`src/spfau_pkg.sv`:
```
// Shared types and constants for the single-precision arithmetic unit.
// No dependencies.
package spfau_pkg;

	localparam int MANT_W = 24;
	localparam int FRAC_W = MANT_W - 1;
	localparam int EXP_W  = 8;
	localparam logic [EXP_W-1:0] EXP_BIAS = 8'd127;

	typedef enum logic [1:0] {
		OP_ADD = 2'd0,
		OP_SUB = 2'd1,
		OP_MUL = 2'd2,
		OP_DIV = 2'd3
	} op_t;

	// token handed along the divider chain
	typedef struct packed {
		logic              vld;
		logic              is_div;
		logic              sign;
		logic [EXP_W-1:0]  exp;
		logic [MANT_W:0]   rem;
		logic [MANT_W-1:0] den;
		logic [MANT_W-1:0] quo;
		logic [31:0]       word;
	} spfau_tok_t;

endpackage

```
`src/spfau_div_cell.sv`:
```
// One restoring-division cell: one quotient bit per cell, registered output.
// Depends on spfau_pkg.
module spfau_div_cell (
	input  logic                   clk,
	input  logic                   arst_n,
	input  spfau_pkg::spfau_tok_t  tok_in,
	output spfau_pkg::spfau_tok_t  tok_out
);
	import spfau_pkg::*;

	spfau_tok_t      nxt;
	logic            ge;
	logic [MANT_W:0] diff;

	always_comb begin
		nxt  = tok_in;
		diff = tok_in.rem - {1'b0, tok_in.den};
		ge   = (tok_in.rem >= {1'b0, tok_in.den});
		if (tok_in.is_div) begin
			nxt.quo = {tok_in.quo[MANT_W-2:0], ge};
			nxt.rem = ge ? {diff[MANT_W-1:0], 1'b0} : {tok_in.rem[MANT_W-1:0], 1'b0};
		end
	end

	always_ff @(posedge clk or negedge arst_n) begin
		if (!arst_n) begin
			tok_out <= '0;
		end else begin
			tok_out <= nxt;
		end
	end

endmodule

```
`config.mk`:
```
export PLATFORM = sky130hd
export DESIGN_NAME = spfau_div_cell
export DESIGN_NICKNAME = d
export VERILOG_FILES = /design/src/spfau_pkg.sv /design/src/spfau_div_cell.sv
export SDC_FILE = /design/constraint.sdc
export NUM_CORES = 1
export LEC_CHECK = 0
export BUFFER_PORTS_ARGS = -buffer_cell sky130_fd_sc_hd__buf_2
export CORE_ASPECT_RATIO = 0.5
export CORE_UTILIZATION = 30
export DETAILED_ROUTE_END_ITERATION = 8
export SLEW_MARGIN = 20
export SYNTH_ARGS = -nofsm -noshare
export SYNTH_HDL_FRONTEND = slang
export SYNTH_SLANG_ARGS = --single-unit
```
`constraint.sdc`:
```
create_clock -name clk -period 0.8 [get_ports clk]
set_clock_uncertainty 0.15 [all_clocks]
set_input_delay 0.04 -clock clk [delete_from_list [all_inputs] [get_ports clk]]
set_output_delay 0.04 -clock clk [all_outputs]
set_load 0.01 [all_outputs]
```
; Word level (Yosys, flattened, before mapping)
; Cells that the tools add are included.
[word_totals]
register_bits = 116
input_bits = 118
elab_cells = 13
[classes]
addsub = 1
order_cmp = 1
n_mux = 3
[ops]
columns = op, n
row1 = $mux 25, 2
row2 = $ge 25x24->1, 1
row3 = $mux 24, 1
row4 = $sub 24x24->24, 1

; Depth between registers and ports, before layout
[depth]
word_depth = 3
mapped_depth = 11
ltp_nobuf = 11

; Least setup slack after synthesis
; Ideal clock, no wire load.
[synth_path]
path_type = input to register
start = in tok_in[64] (netlist name)
end = reg tok_out[91] (netlist name)
setup_slack_ns = -1.754
setup_ns = 0.137
cell_stages = 11
path_buffers = 1
t_arrival_ns = 2.267
cell_sequence = inv_1 -> ha_1 -> nand4_1 -> or3_1 -> a21o_1 -> a21oi_2 -> o41ai_2 -> o311ai_4 -> buf_6 -> mux2i_1 -> a21oi_1
[synth_rtl]
columns = element, line
row1 = "start, declared", spfau_div_cell.sv:6  ; input spfau_pkg::spfau_tok_t tok_in,
row2 = "end signal, assigned", spfau_div_cell.sv:29  ; tok_out <= nxt;
row3 = "end, declared", spfau_div_cell.sv:7  ; output spfau_pkg::spfau_tok_t tok_out

==> impl_metrics.ini <==
[cells_and_area]
finalNonFillerCells = 1087
n_antenna_cell = 0
reg_top3 = tok_out: 116 flops
fin_nets = 996
drive_gt1_frac = 0.510
fillCellCount = 1298
top_register = tok_out
synthToLayoutAreaGrowth_pct = 89.7
largest_register_ffs = 116

[global_routing]
grt.total_usage = 0.202
grt_use_met1 = 0.238
antenna_found_initial = 0
grt-ovfl-total = 0
gr-max-usage-layer = met2
grtUsageMet2 = 0.365
grt_util_met3 = 0.0452
first_global_vias = 5345
grt_max_degree = 53
grt_pass1_wl_mm = 26.7

[power_and_ir_drop]
power_frac_seq = 0.339
swShare = 0.275
p_comb_frac = 0.236
intPower_uw = 13800
cellPowerDensity_nw_per_um2 = 2000
power.share.clock = 0.425
leakagePower_uw = 0.00473
p_sw_uw = 5230
ir_worst_vdd_uv = 1650

[yosys]
synth_area_leaders = dfrtp_1 58%, ha_1 6.0%, mux2_2 5.6%
avgSynthCellArea_um2 = 11.9
yosysTopAreaCell = dfrtp_1
yosysWarnings = 0
ys.flop_type = dfrtp_1
post-synth-top-count-cell = dfrtp_1
async_flop_share = 1.00
synth_edf_count = 0
synth_area_um2 = 5020
synth_cell_types = 46
ys_ff_latch = 116
synth_nets = 565
yosysTopAreaCellShare = 0.578
seq_area_frac_synth = 0.578
synthTopCellsByCount = 116 x dfrtp_1, 37 x nor2_1, 36 x a21oi_1
netlist_instances = 422

[clocking]
clk_path_buf_depth = 2
clock_sinks = 116
cts_tree = done
root_buffer = clkbuf_16
cts_buffers = 17
h-tree-depth = 4
clk_pin_slew_worst_paths_ns = 0.07

[routing]
drc = 0
wl_per_cell_um = 15.5
ant_nets = 0
drt_iter0_markers = 172
wirelength_mm = 16.8
via_per_inst = 4.47
dr.pass1.iters = 4
dr_total_vias = 4857

[setup_path]
crit_path_end_kind = register
cpMaxStageDelayCell = or3_1
required_ns = 0.94
critical-path-max-stage-delay_ns = 0.38
crit_arrival_ns = 2.33
worstSetupPathType = input pin to register
startpoint_type = input pin
path_cells = buf_2 -> ha_4 -> nand4_1 -> or3_1 -> a21o_1 -> a21oi_4 -> o41ai_4 -> o311ai_4 -> buf_6 -> buf_8 -> mux2i_2 -> a21oi_1
crit_fanout = 6

[run_status]
violations = hold timing, setup timing
outcome = finished, violations left

[timing]
max_freq_mhz = 458
worst_pin_slew_ns = 0.396
fin_ws_ns = -1.39
fin_crit_ns = 2.19
hold_viol = 35
hold_ws_ns = -0.377
maxSlewViolCount = 0
rsz0062_at_grt = true
setup-violations-final = 144
fin_crit_sh = 2.73
setup_tns_ns = -67.37
relSlewSlack = 0.735

[run]
max_cap_violations = 0

[floorplan]
start_util = 0.317
dieArea_um2 = 17300
die_h_um = 93.5
die_x_um = 185
top_level_ports = 234
core_area_um2 = 15900
row_count = 32

[worst_hold_path]
hold_path.class = input pin to register

[place]
port_buffers = 233
dpl.hpwl_mm = 11.3
place.gp.congestion = 0.856
pre_cts_ws_ns = -1.91
placed_cells = 969
-- power by group through the flow --
stage	clock network (uW)	registers, uW	logic, uW
after floorplan	0	6760	1550
after global placement	0	6500	3580
after detailed placement	0	6510	3600
after CTS	8290	6430	4330
after global routing	8530	6480	4870
final	8080	6440	4490
-- stage by stage --
stage | utilization | power (uW) | instance area [um2]
after global placement | 0.469 | 10100 | 7440
final | 0.601 | 19000 | 9520
after global routing | 0.601 | 19900 | 9520
after detailed placement | 0.469 | 10100 | 7440
after CTS | 0.592 | 19100 | 9390
after floorplan | - | 8310 | 5260
-- layout by cell type, fill, tap and decap left out, types with 3 or more instances in the layout --
cell type,count
nand3_1,5
buf_2,171
a211oi_1,3
clkbuf_16,17
a21oi_1,29
a21o_1,8
mux2_2,4
mux2_4,21
a21oi_2,4
nand4_1,3
dlygate4sd3_1,89
nor2_1,37
xnor2_1,16
ha_1,13
dfrtp_1,116
mux2i_1,17
inv_8,3
inv_4,3
buf_4,107
buf_8,6
buf_12,5
buf_6,44
o21bai_1,6
bufinv_16,3
xor2_1,4
o21ai_0,11
a21oi_4,4
nand2_1,16
ha_4,10
inv_6,7
inv_1,25
inv_2,4
-- routing by layer --
layer  routed length (um)  share of wire  vias to the layer above
li1                     -              -                     2332
met1                 6970           0.41                     2382
met2                 8870           0.53                      121
met3                  688          0.041                       22
met4                  317          0.019                        0
met5                    0              0                        -
-- path summary, 6_finish.rpt --
| check | from | end | slack (ns) | depth (start not counted) |
|---|---|---|---|---|
| worst max-delay path | tok_in[85] | tok_out[92]$_DFF_PN0_ | -1.39 | 12 |
| worst min-delay path | tok_in[56] | tok_out[56]$_DFF_PN0_ | -0.38 | 1 |
| max in group asynchronous | arst_n | tok_out[50]$_DFF_PN0_ | 0.19 | 3 |
| min in group asynchronous | arst_n | tok_out[92]$_DFF_PN0_ | 0.01 | 3 |
-- worst max-delay path: cells and delay by family --
| kind | cells | cell delay, ns |
|---|---|---|
| AO/OA/AOI/OAI | 5 | 0.85 |
| multiplexers | 1 | 0.24 |
| AND/OR/NAND/NOR | 2 | 0.49 |
| buffers and inverters | 3 | 0.43 |
| adder cells (fa/ha/maj) | 1 | 0.26 |
-- repair_timing --
action,in CTS,in global routing
gates resized for setup,82,38
buffers inserted,10,3
hold buffers,89,1
setup endpoints to repair,141,164
pin swaps,23,16
hold endpoints to repair,232,36
gates cloned,1,0
-- area by class of cell --
| class | instances | area, um2 | share of cell area |
|---|---|---|---|
| Timing Repair Buffer | 423 | 3250 | 0.341 |
| Sequential cell | 116 | 2900 | 0.305 |
| Multi-Input combinational cell | 261 | 2330 | 0.244 |
| Clock buffer | 18 | 429 | 0.0451 |
| Tap cell | 221 | 277 | 0.0290 |
| Clock inverter | 14 | 190 | 0.0200 |
| Inverter | 34 | 148 | 0.0155 |
-- kinds of logic after synthesis --
group / count (synthesis) / share of synthesized area
fa+ha+maj: 25 / 0.0638
mux: 45 / 0.0960
compound gates: 89 / 0.117
simple gates: 82 / 0.0733
flops: 116 / 0.578
buf+inv: 45 / 0.0366
xor+xnor: 20 / 0.0349
No activity file was read; power rests on OpenSTA's default activity.
